===== config.mk =====
export PLATFORM = sky130hd
export DESIGN_NAME = esc_throttle_command_generator
export DESIGN_NICKNAME = d
export VERILOG_FILES = /design/src/esctcg_pkg.sv /design/src/esc_throttle_command_generator.sv
export SDC_FILE = /design/constraint.sdc
export NUM_CORES = 1
export LEC_CHECK = 0
export ABC_AREA = 1
export BUFFER_PORTS_ARGS = -buffer_cell sky130_fd_sc_hd__buf_2
export CORE_AREA = 2 2 318 226
export DETAILED_ROUTE_END_ITERATION = 10
export DIE_AREA = 0 0 320 228
export HOLD_SLACK_MARGIN = 0.12
export SLEW_MARGIN = 20
export SYNTH_ARGS = -nofsm -noshare
export SYNTH_HDL_FRONTEND = slang
export SYNTH_SLANG_ARGS = --single-unit

===== constraint.sdc =====
create_clock -name clk -period 6.4 [get_ports clk]
set_input_delay 0.32 -clock clk [delete_from_list [all_inputs] [get_ports clk]]
set_output_delay 0.32 -clock clk [all_outputs]
set_load 0.03 [all_outputs]

===== src/esctcg_pkg.sv =====
// ----------------------------------------------------------------------------
// esctcg_pkg: shared constants for the esc throttle command generator
// throttle modes, request codes, register indexes and servo timing constants
// ----------------------------------------------------------------------------
package esctcg_pkg;

  // default servo pulse width in bits
  localparam int PULSE_BITS_DEF = 12;

  // configuration port
  localparam int CFG_W     = 16;
  localparam int CFG_IDX_W = 3;

  localparam logic [CFG_IDX_W-1:0] CFG_THROTTLE_MODE  = 3'd0;
  localparam logic [CFG_IDX_W-1:0] CFG_PWM_ON_DUTY    = 3'd1;
  localparam logic [CFG_IDX_W-1:0] CFG_PWM_COAST_DUTY = 3'd2;
  localparam logic [CFG_IDX_W-1:0] CFG_PWM_OFF_DUTY   = 3'd3;
  localparam logic [CFG_IDX_W-1:0] CFG_DYN_FULL_SCALE = 3'd4;
  localparam logic [CFG_IDX_W-1:0] CFG_TRANSLATE_GAIN = 3'd5;
  localparam logic [CFG_IDX_W-1:0] CFG_COAST_FRACTION = 3'd6;
  localparam logic [CFG_IDX_W-1:0] CFG_DIRECT_CONTROL = 3'd7;

  // throttle modes
  localparam logic [1:0] MODE_BINARY    = 2'd0;
  localparam logic [1:0] MODE_PWM_FIXED = 2'd1;
  localparam logic [1:0] MODE_PWM_DYN   = 2'd2;
  localparam logic [1:0] MODE_SERVO     = 2'd3;

  // request types
  localparam logic [1:0] REQ_ON    = 2'd0;
  localparam logic [1:0] REQ_COAST = 2'd1;
  localparam logic [1:0] REQ_OFF   = 2'd2;
  localparam logic [1:0] REQ_LOAD  = 2'd3;

  // servo timing and fixed-point constants
  localparam int NEUTRAL_US      = 1500;
  localparam int SPAN_US         = 500;
  localparam int FULL_US         = NEUTRAL_US + SPAN_US;
  localparam int ONE_Q14         = 16384;

  // register reset values
  localparam logic [1:0]  RST_MODE       = MODE_SERVO;
  localparam logic [7:0]  RST_ON_DUTY    = 8'd255;
  localparam logic [15:0] RST_FULL_SCALE = 16'hFFFF;
  localparam logic [15:0] RST_GAIN       = 16'd16384;

endpackage


===== src/esc_throttle_command_generator.sv =====
// ----------------------------------------------------------------------------
// esc_throttle_command_generator: motor command to drive value
// maps on, coast, off and load commands for two motors to a pin level, a pwm
// duty or an rc servo pulse width, using a bit-serial multiplier and divider
// ----------------------------------------------------------------------------
//
// usage
//   input channel (in_*): one command word per motor phase; accepted when
//   in_valid is high and in_stall is low. in_stall is high while a word is
//   being worked on, so one word is in flight at a time.
//   result channel (out_*): exactly one result word per command, held in an
//   output register; a word taken when out_valid is high and out_stall low.
//   configuration (cfg_*): write-only, one register per cycle; the user writes
//   only while idle, which the block itself does not enforce.
// steps, accept to out_valid, by the shift-add multiplier (one multiplier bit
//   per cycle) and restoring divider (one quotient bit), then the final step:
//     load, binary, fixed pwm, pwm coast/off, servo off and neutral cases: none
//     servo on: 16 multiplier bits
//     dynamic pwm on: 16 multiply + 24 divide
//     servo coast: 16 bits for the blend, 31 bits for the scaling
//   the next word is accepted the cycle after the previous result is loaded.
// reset: registers return to their defaults (servo mode), both stored pulses
//   to neutral, no result pending.
// stall: a finished result waits in the output register; a second finished
//   result waits in the final step until the register frees up.
// ----------------------------------------------------------------------------
module esc_throttle_command_generator
  import esctcg_pkg::*;
#(
  parameter int PULSE_BITS = PULSE_BITS_DEF
) (
  input  logic                  clk,
  input  logic                  rst_n,

  input  logic                  in_valid,
  output logic                  in_stall,
  input  logic [1:0]            in_req_type,
  input  logic                  in_motor_sel,
  input  logic [15:0]           in_throttle,
  input  logic                  in_translating,
  input  logic [15:0]           in_translation_scale,
  input  logic [11:0]           in_load_width,

  output logic                  out_valid,
  input  logic                  out_stall,
  output logic                  out_motor_id,
  output logic                  out_pin_level,
  output logic [7:0]            out_pwm_duty,
  output logic [PULSE_BITS-1:0] out_pulse_us,

  input  logic                  cfg_we,
  input  logic [CFG_IDX_W-1:0]  cfg_index,
  input  logic [CFG_W-1:0]      cfg_wdata
);

  // accumulator holds range * blend (PULSE_BITS+1 by 31 bits, signed)
  localparam int ACC_W  = PULSE_BITS + 32;
  localparam int V_W    = PULSE_BITS + 4;   // signed pulse before saturation
  localparam int MPLR_W = 31;
  localparam int DIVQ_W = 24;
  localparam int CNT_W  = 5;
  localparam int RNG_W  = PULSE_BITS + 1;

  localparam logic [CNT_W-1:0] STEPS_MUL  = CNT_W'(15);
  localparam logic [CNT_W-1:0] STEPS_MUL2 = CNT_W'(MPLR_W - 1);
  localparam logic [CNT_W-1:0] STEPS_DIV  = CNT_W'(DIVQ_W - 1);

  localparam logic [MPLR_W-1:0]       Q30_ONE     = MPLR_W'(32'h4000_0000);
  localparam logic signed [V_W-1:0]   PULSE_MAX_V = V_W'((1 << PULSE_BITS) - 1);
  localparam logic signed [V_W-1:0]   NEUTRAL_V   = V_W'(NEUTRAL_US);
  localparam logic signed [V_W-1:0]   FULL_V      = V_W'(FULL_US);

  // sequencer states
  localparam logic [2:0] ST_IDLE = 3'd0;
  localparam logic [2:0] ST_MUL  = 3'd1;
  localparam logic [2:0] ST_MUL2 = 3'd2;
  localparam logic [2:0] ST_DIV  = 3'd3;
  localparam logic [2:0] ST_FIN  = 3'd4;

  // what the sequencer computes for the held word
  localparam logic [2:0] OP_PLAIN  = 3'd0;
  localparam logic [2:0] OP_DYN    = 3'd1;
  localparam logic [2:0] OP_DIRECT = 3'd2;
  localparam logic [2:0] OP_TRANS  = 3'd3;
  localparam logic [2:0] OP_COAST  = 3'd4;

  // ---------------------------------------------------------------------------
  // configuration registers
  // ---------------------------------------------------------------------------
  logic [1:0]         mode_r;
  logic [7:0]         on_duty_r;
  logic [7:0]         coast_duty_r;
  logic [7:0]         off_duty_r;
  logic [15:0]        full_scale_r;
  logic [15:0]        gain_r;
  logic signed [15:0] coast_frac_r;
  logic               direct_r;

  always_ff @(posedge clk) begin
    if (!rst_n) begin
      mode_r       <= RST_MODE;
      on_duty_r    <= RST_ON_DUTY;
      coast_duty_r <= '0;
      off_duty_r   <= '0;
      full_scale_r <= RST_FULL_SCALE;
      gain_r       <= RST_GAIN;
      coast_frac_r <= '0;
      direct_r     <= 1'b0;
    end else if (cfg_we) begin
      case (cfg_index)
        CFG_THROTTLE_MODE:  mode_r       <= cfg_wdata[1:0];
        CFG_PWM_ON_DUTY:    on_duty_r    <= cfg_wdata[7:0];
        CFG_PWM_COAST_DUTY: coast_duty_r <= cfg_wdata[7:0];
        CFG_PWM_OFF_DUTY:   off_duty_r   <= cfg_wdata[7:0];
        CFG_DYN_FULL_SCALE: full_scale_r <= cfg_wdata;
        CFG_TRANSLATE_GAIN: gain_r       <= cfg_wdata;
        CFG_COAST_FRACTION: coast_frac_r <= $signed(cfg_wdata);
        CFG_DIRECT_CONTROL: direct_r     <= cfg_wdata[0];
        default: ;
      endcase
    end
  end

  // zero full scale acts as one
  logic [15:0] fs_eff;
  assign fs_eff = (full_scale_r == '0) ? 16'd1 : full_scale_r;

  // ---------------------------------------------------------------------------
  // sequencer and datapath registers
  // ---------------------------------------------------------------------------
  logic [2:0]              state_r, state_nxt;
  logic [2:0]              op_r, op_nxt;
  logic [CNT_W-1:0]        cnt_r, cnt_nxt;
  logic signed [ACC_W-1:0] acc_r, acc_nxt;
  logic signed [ACC_W-1:0] mcand_r, mcand_nxt;
  logic [MPLR_W-1:0]       mplr_r, mplr_nxt;
  logic [DIVQ_W-1:0]       divq_r, divq_nxt;
  logic [15:0]             rem_r, rem_nxt;
  logic                    neg_r, neg_nxt;
  logic [1:0]              req_r, req_nxt;
  logic                    motor_r, motor_nxt;
  logic [11:0]             load_r, load_nxt;

  logic                    out_valid_r, out_valid_nxt;
  logic                    out_motor_r, out_motor_nxt;
  logic                    out_pin_r, out_pin_nxt;
  logic [7:0]              out_duty_r, out_duty_nxt;
  logic [PULSE_BITS-1:0]   out_pulse_r, out_pulse_nxt;

  logic [PULSE_BITS-1:0]   pulse_store_r [2];

  // ---------------------------------------------------------------------------
  // decode of a new command word and multiplier operands
  // ---------------------------------------------------------------------------
  logic signed [8:0]       duty_diff;
  logic signed [16:0]      gain_off;
  logic signed [25:0]      gain_mc;
  logic signed [16:0]      coast_off;
  logic [2:0]              op_dec;
  logic [MPLR_W-1:0]       mplr_ld;
  logic signed [ACC_W-1:0] mcand_ld;

  assign duty_diff = $signed({1'b0, on_duty_r}) - $signed({1'b0, coast_duty_r});
  assign gain_off  = $signed({1'b0, gain_r}) - $signed(17'(ONE_Q14));
  // 500 * (gain - 1.0), so that one serial pass gives the whole product
  assign gain_mc   = 26'(gain_off) * $signed(26'(SPAN_US));
  assign coast_off = 17'(coast_frac_r) - $signed(17'(ONE_Q14));

  always_comb begin
    op_dec   = OP_PLAIN;
    mplr_ld  = MPLR_W'(in_throttle);
    mcand_ld = '0;
    if (in_req_type != REQ_LOAD) begin
      if (mode_r == MODE_PWM_DYN && in_req_type == REQ_ON) begin
        op_dec   = OP_DYN;
        mcand_ld = ACC_W'(duty_diff);
      end else if (mode_r == MODE_SERVO) begin
        if (in_req_type == REQ_ON && in_throttle != '0) begin
          if (direct_r || !in_translating) begin
            op_dec   = OP_DIRECT;
            mcand_ld = ACC_W'($signed(11'(SPAN_US)));
          end else begin
            op_dec   = OP_TRANS;
            mplr_ld  = MPLR_W'(in_translation_scale);
            mcand_ld = ACC_W'(gain_mc);
          end
        end else if (in_req_type == REQ_COAST && coast_frac_r > 16'sd0) begin
          op_dec   = OP_COAST;
          mplr_ld  = MPLR_W'(in_translation_scale);
          mcand_ld = ACC_W'(coast_off);
        end
      end
    end
  end

  // ---------------------------------------------------------------------------
  // serial step units
  // ---------------------------------------------------------------------------
  // shift-add multiplier: one multiplier bit per cycle
  logic signed [ACC_W-1:0] mul_sum;
  assign mul_sum = acc_r + (mplr_r[0] ? mcand_r : '0);

  // dividend magnitude and sign for the dynamic duty division
  logic signed [25:0] dyn_prod;
  logic [25:0]        dyn_mag;
  assign dyn_prod = mul_sum[25:0];
  assign dyn_mag  = dyn_prod[25] ? 26'(-dyn_prod) : 26'(dyn_prod);

  // restoring divider: one quotient bit per cycle
  logic [16:0] div_trial;
  logic        div_bit;
  assign div_trial = {rem_r, divq_r[DIVQ_W-1]};
  assign div_bit   = (div_trial >= {1'b0, fs_eff});

  // stored excess above neutral for the held motor
  logic signed [RNG_W-1:0] coast_range;
  assign coast_range = $signed({1'b0, pulse_store_r[motor_r]})
                     - $signed(RNG_W'(NEUTRAL_US));

  // ---------------------------------------------------------------------------
  // result assembly
  // ---------------------------------------------------------------------------
  logic signed [25:0]    dyn_q;
  logic signed [25:0]    dyn_adj;
  logic signed [25:0]    dyn_v;
  logic [7:0]            dyn_duty;
  logic signed [V_W-1:0] acc_q30;
  logic                  fin_pin;
  logic [7:0]            fin_duty;
  logic signed [V_W-1:0] fin_v;
  logic                  fin_we;
  logic [PULSE_BITS-1:0] fin_pulse;

  // floor division: a negative quotient with remainder rounds down
  assign dyn_q   = $signed(26'(divq_r));
  assign dyn_adj = dyn_q + $signed(26'(rem_r != '0));
  assign dyn_v   = $signed(26'(coast_duty_r)) + (neg_r ? -dyn_adj : dyn_q);

  always_comb begin
    if (dyn_v > $signed(26'(on_duty_r))) begin
      dyn_duty = on_duty_r;
    end else if (dyn_v < 26'sd0) begin
      dyn_duty = '0;
    end else begin
      dyn_duty = dyn_v[7:0];
    end
  end

  // floor of the accumulator over 2^30
  assign acc_q30 = V_W'($signed(acc_r[ACC_W-1:30]));

  always_comb begin
    fin_pin  = 1'b0;
    fin_duty = '0;
    fin_v    = '0;
    fin_we   = 1'b0;
    if (req_r == REQ_LOAD) begin
      fin_v  = $signed(V_W'(load_r));
      fin_we = 1'b1;
    end else begin
      case (mode_r)
        MODE_BINARY: fin_pin = (req_r == REQ_ON);
        MODE_PWM_FIXED, MODE_PWM_DYN: begin
          case (req_r)
            REQ_COAST: fin_duty = coast_duty_r;
            REQ_OFF:   fin_duty = off_duty_r;
            default:   fin_duty = (op_r == OP_DYN) ? dyn_duty : on_duty_r;
          endcase
        end
        MODE_SERVO: begin
          fin_we = 1'b1;
          case (op_r)
            OP_DIRECT: fin_v = NEUTRAL_V + $signed(V_W'(acc_r[24:16]));
            OP_TRANS:  fin_v = FULL_V + acc_q30;
            OP_COAST:  fin_v = NEUTRAL_V + acc_q30;
            default:   fin_v = NEUTRAL_V;
          endcase
        end
        default: ;
      endcase
    end
  end

  // saturate to the pulse range
  always_comb begin
    if (fin_v < $signed(V_W'(0))) begin
      fin_pulse = '0;
    end else if (fin_v > PULSE_MAX_V) begin
      fin_pulse = PULSE_MAX_V[PULSE_BITS-1:0];
    end else begin
      fin_pulse = fin_v[PULSE_BITS-1:0];
    end
  end

  // ---------------------------------------------------------------------------
  // sequencer
  // ---------------------------------------------------------------------------
  logic slot_free;
  assign slot_free = !out_valid_r || !out_stall;
  assign in_stall  = (state_r != ST_IDLE);

  always_comb begin
    state_nxt     = state_r;
    op_nxt        = op_r;
    cnt_nxt       = cnt_r;
    acc_nxt       = acc_r;
    mcand_nxt     = mcand_r;
    mplr_nxt      = mplr_r;
    divq_nxt      = divq_r;
    rem_nxt       = rem_r;
    neg_nxt       = neg_r;
    req_nxt       = req_r;
    motor_nxt     = motor_r;
    load_nxt      = load_r;
    out_valid_nxt = out_valid_r && out_stall;
    out_motor_nxt = out_motor_r;
    out_pin_nxt   = out_pin_r;
    out_duty_nxt  = out_duty_r;
    out_pulse_nxt = out_pulse_r;

    case (state_r)
      ST_IDLE: begin
        if (in_valid) begin
          req_nxt   = in_req_type;
          motor_nxt = in_motor_sel;
          load_nxt  = in_load_width;
          op_nxt    = op_dec;
          acc_nxt   = '0;
          mcand_nxt = mcand_ld;
          mplr_nxt  = mplr_ld;
          cnt_nxt   = STEPS_MUL;
          state_nxt = (op_dec == OP_PLAIN) ? ST_FIN : ST_MUL;
        end
      end
      ST_MUL, ST_MUL2: begin
        acc_nxt   = mul_sum;
        mcand_nxt = mcand_r <<< 1;
        mplr_nxt  = mplr_r >> 1;
        cnt_nxt   = cnt_r - CNT_W'(1);
        if (cnt_r == '0) begin
          state_nxt = ST_FIN;
          if (state_r == ST_MUL && op_r == OP_DYN) begin
            // divide |throttle * (on - coast)| by the full scale
            neg_nxt   = dyn_prod[25];
            divq_nxt  = dyn_mag[DIVQ_W-1:0];
            rem_nxt   = '0;
            cnt_nxt   = STEPS_DIV;
            state_nxt = ST_DIV;
          end else if (state_r == ST_MUL && op_r == OP_COAST) begin
            // blend = 2^30 + ts * (coast - 1.0), always positive
            mplr_nxt  = mul_sum[MPLR_W-1:0] + Q30_ONE;
            mcand_nxt = ACC_W'(coast_range);
            acc_nxt   = '0;
            cnt_nxt   = STEPS_MUL2;
            state_nxt = ST_MUL2;
          end
        end
      end
      ST_DIV: begin
        rem_nxt  = div_bit ? 16'(div_trial - {1'b0, fs_eff}) : div_trial[15:0];
        divq_nxt = {divq_r[DIVQ_W-2:0], div_bit};
        cnt_nxt  = cnt_r - CNT_W'(1);
        if (cnt_r == '0) begin
          state_nxt = ST_FIN;
        end
      end
      ST_FIN: begin
        if (slot_free) begin
          out_valid_nxt = 1'b1;
          out_motor_nxt = motor_r;
          out_pin_nxt   = fin_pin;
          out_duty_nxt  = fin_duty;
          out_pulse_nxt = fin_pulse;
          state_nxt     = ST_IDLE;
        end
      end
      default: state_nxt = ST_IDLE;
    endcase
  end

  // control state
  always_ff @(posedge clk) begin
    if (!rst_n) begin
      state_r     <= ST_IDLE;
      out_valid_r <= 1'b0;
    end else begin
      state_r     <= state_nxt;
      out_valid_r <= out_valid_nxt;
    end
  end

  // stored pulse per motor, neutral after reset
  always_ff @(posedge clk) begin
    if (!rst_n) begin
      pulse_store_r[0] <= PULSE_BITS'(NEUTRAL_US);
      pulse_store_r[1] <= PULSE_BITS'(NEUTRAL_US);
    end else if (state_r == ST_FIN && slot_free && fin_we) begin
      pulse_store_r[motor_r] <= fin_pulse;
    end
  end

  // datapath, no reset
  always_ff @(posedge clk) begin
    op_r        <= op_nxt;
    cnt_r       <= cnt_nxt;
    acc_r       <= acc_nxt;
    mcand_r     <= mcand_nxt;
    mplr_r      <= mplr_nxt;
    divq_r      <= divq_nxt;
    rem_r       <= rem_nxt;
    neg_r       <= neg_nxt;
    req_r       <= req_nxt;
    motor_r     <= motor_nxt;
    load_r      <= load_nxt;
    out_motor_r <= out_motor_nxt;
    out_pin_r   <= out_pin_nxt;
    out_duty_r  <= out_duty_nxt;
    out_pulse_r <= out_pulse_nxt;
  end

  assign out_valid     = out_valid_r;
  assign out_motor_id  = out_motor_r;
  assign out_pin_level = out_pin_r;
  assign out_pwm_duty  = out_duty_r;
  assign out_pulse_us  = out_pulse_r;

  // ---------------------------------------------------------------------------
  // assertions
  // ---------------------------------------------------------------------------
  // a result only appears from the final step
  assert property (@(posedge clk) disable iff (!rst_n)
    $rose(out_valid_r) |-> $past(state_r == ST_FIN))
    else $error("result word loaded outside the final step");

  // multiplier passes count down without leaving the pass
  assert property (@(posedge clk) disable iff (!rst_n)
    ((state_r == ST_MUL || state_r == ST_MUL2) && cnt_r != '0) |=>
      (state_r == $past(state_r) && cnt_r == CNT_W'($past(cnt_r) - CNT_W'(1))))
    else $error("multiplier step count broken");

  // divider remainder always stays below the divisor
  assert property (@(posedge clk) disable iff (!rst_n)
    (state_r == ST_DIV) |-> (rem_r < fs_eff))
    else $error("divider remainder out of range");

  // a finished result waits while the output register is stalled
  assert property (@(posedge clk) disable iff (!rst_n)
    (state_r == ST_FIN && !slot_free) |=> (state_r == ST_FIN))
    else $error("result dropped while output stalled");

endmodule


==> results.yml <==
outcome:
  status: "finished clean"
detailed_routing:
  first_pass_iters: 6
  vias: 21781
  wl_per_cell_um: 17.2
  wirelength_um: 72100
  viasPerCell: 5.18
  ant_nets: 0
  drc: 0
  drt_iter0_markers: 1872
logic_synthesis:
  synth_edf_count: 229
  syn_nets: 3476
  synth.avg_cell_area_um2: 7.66
  yosysUniqueCellTypes: 58
  yosys_warnings: 0
  async_flop_share_pct: 0
  synth_area_um2: 24200
  synth_seq_cells: 309
  synth_ff_type: "edfxtp_1"
  netlist_instances: 3158
  yosysSeqAreaShare_pct: 35.0
sta:
  max_slew_margin_pct: 28.2
  finalSetupViolations: 0
  rsz0062_at_grt: "no"
  hold_viol: 0
  fin_ws_ns: 0.899
  finClkSkew_ns: 0.0224
  timing.fmax_mhz: 182
  drv_slew: 0
  worst_pin_slew_ns: 1.08
  fin_crit_ns: 5.50
  finalCritPeriodShare_pct: 85.9
  setup_tns_ns: 0
pwr:
  pwr_density_cell_nw_per_um2: 267
  ir_drop_v: 0.000176
  switching_share_pct: 37.2
  power_frac_comb_pct: 32.7
  power_frac_seq_pct: 36.4
  power.switching_mw: 2.71
  clkPwrFrac_pct: 30.9
  p_leak_nw: 12.7
  p_int_mw: 4.58
global_route:
  grt_antenna_before_repair: 0
  grt-ovfl-total: 0
  grt_pass1_vias: 19977
  grt_start_max_net_pins: 86
  grtUsageTotal_pct: 19.5
  grt_pass1_wl_um: 114000
floorplan:
  start_util_pct: 34.4
  die_w_um: 320
  die_area_um2: 73000
  dieHeight_um: 228
  ios: 96
  core_um2: 70400
  fp-row-count: 82
critical_path:
  path_buf_inv: 5
  end_kind: "register"
  critPathMaxStageDelay_ns: 0.50
  critPathLaunchType: "register"
  critical-path-top-delay-family: "simple AND/OR/NAND/NOR gates"
  cp.required_ns: 6.70
  worstPathArrival_ns: 5.80
  crit_top_cell: "nand2_1"
  criticalPathCategory: "reg2reg"
  path_max_fanout: 8
  crit_slowest_cell: "nor4_1"
clock_tree:
  numCtsBuffers: 38
  cts.clk_slew.worst_paths_ns: 0.06
  htreeDepth: 2
  clock-sinks: 309
  cts_buffer_depth: 3
  clock_latency_ns: 0.56
  cts_tree: "yes"
  cts-root-buf: "clkbuf_16"
  postCtsResizedCells: 0
placement:
  dp_hpwl_um: 56100
  port_buffers: 95
  pre_cts_slack_ns: 0.881
  place_congestion: 0.913
final_layout:
  drive_above_1_share_pct: 8.18
  area_growth_pct: 12.5
  fin_nets: 3569
  num_antenna_cells: 0
job:
  maxCapViolCount: 0
hold_path:
  hold_path.class: "in2reg"
[routing by layer]
metal  global-route usage, %  up-vias  share of wire, %
li1                        -    10771                 -
met1                    30.3    10205                51
met2                    27.1      714                39
met3                    4.21       91               8.0
met4                    4.33        0               2.1
met5                       0        -                 0
[cells in the mapped netlist, drive strengths merged, types with 47 or more instances]
cell type,count,area share [%]
o21ai,272,5.6
nand3,161,3.5
o211ai,47,1.5
xor2,54,2.0
fa,62,5.1
dfxtp,80,6.6
edfxtp,229,28
ha,184,9.5
clkbuf,72,1.1
a21oi,224,4.7
nor2,317,5.3
inv,442,6.9
nand2,743,12
[placed cells by master, fill, tap and decap left out, types with 6 or more instances in the layout]
| cell type | count |
|---|---|
| nor4_1 | 15 |
| a21oi_1 | 221 |
| o21ai_0 | 261 |
| o21a_1 | 10 |
| nand4_1 | 41 |
| nor2_1 | 290 |
| nand3_2 | 7 |
| o31ai_1 | 6 |
| edfxtp_1 | 229 |
| o21ai_1 | 10 |
| nand2_1 | 716 |
| nor2_4 | 11 |
| ha_1 | 184 |
| xnor2_1 | 38 |
| nor2_2 | 16 |
| dfxtp_1 | 80 |
| or2_2 | 13 |
| fa_1 | 62 |
| o22ai_1 | 17 |
| nand3_1 | 154 |
| inv_1 | 427 |
| xor2_1 | 54 |
| a22oi_1 | 17 |
| nand2_2 | 25 |
| inv_2 | 15 |
| buf_2 | 95 |
| a31oi_1 | 10 |
| clkbuf_1 | 9 |
| buf_4 | 16 |
| dlygate4sd3_1 | 29 |
| clkbuf_16 | 41 |
| o211ai_1 | 47 |
| o21bai_1 | 6 |
| o221ai_1 | 11 |
| nor3_1 | 20 |
[what timing repair did]
| item | 4_1_cts | 5_1_grt |
|---|---|---|
| hold buffers | 29 | 0 |
| buffers inserted | 0 | 0 |
| hold endpoints to repair | 45 | 0 |
[logic make-up (layout without fill, tap and decap cells)]
family | count (synthesis) | in the layout | synth area share [%]
buf+inv | 532 | 651 | 8.31
simple gates | 1324 | 1324 | 23.3
fa+ha+maj | 246 | 246 | 14.6
xor+xnor | 93 | 93 | 3.44
mux | 4 | 4 | 0.165
flops | 309 | 309 | 35.0
compound gates | 650 | 650 | 15.1
[flip-flops by register name (all words and copies together), names as in the netlist, 12 cells and up, named ones only]
name	cells
acc_r	44
mcand_r	44
mplr_r	31
divq_r	24
pulse_store_r	24
coast_frac_r	16
full_scale_r	16
gain_r	16
rem_r	16
load_r	12
out_pulse_us	12
[per-stage QoR]
step / hold slack [ns] / utilization, % / total power [mW] / instances / cell area (µm²)
3_3_place_gp: 0.439 / 36.5 / 4.98 / 4106 / 25700
2_1_floorplan: 0.419 / - / 4.27 / 3158 / 24200
5_1_grt: 0.129 / 38.7 / 7.70 / 4201 / 27200
3_5_place_dp: 0.454 / 36.5 / 5.00 / 4106 / 25700
4_1_cts: 0.121 / 38.7 / 7.27 / 4201 / 27200
6_report: 0.142 / 38.7 / 7.28 / 4201 / 27200
[power by group through the flow]
stage          registers, mW  clock network (mW)  logic [mW]
2_1_floorplan           2.66                   0        1.61
3_3_place_gp            2.69                   0        2.30
3_5_place_dp            2.68                   0        2.31
4_1_cts                 2.65                2.29        2.34
5_1_grt                 2.67                2.36        2.67
6_report                2.65                2.25        2.38
[worst paths after layout]
kind,from,end,slack (ns),depth (start not counted)
max,rem_r[3],out_pwm_duty[5],0.90,39
min,cfg_wdata[6],coast_frac_r[6],0.14,3
max reg2reg,rem_r[3],out_pwm_duty[5],0.90,39
min reg2reg,off_duty_r[7],off_duty_r[7],0.47,2
[worst reg2reg max path, delay by kind of cell, from the launching register on]
| kind | cells | cell delay, ns |
|---|---|---|
| AO/OA/AOI/OAI | 4 | 0.52 |
| AND/OR/NAND/NOR | 23 | 2.40 |
| flip-flops | 1 | 0.43 |
| buffers and inverters | 5 | 0.36 |
| XOR/XNOR | 2 | 0.30 |
| adder cells (fa/ha/maj) | 5 | 1.27 |
[cell type report]
type	count	area [µm²]
clock buffer	52	1090
sequential	309	8480
clock inverter	14	190
inverter	445	1670
multi-input combinational	2317	13800
timing repair buffer	140	886
tap	924	1160
fill	7316	43100
Power figures use the tool's default switching activity.
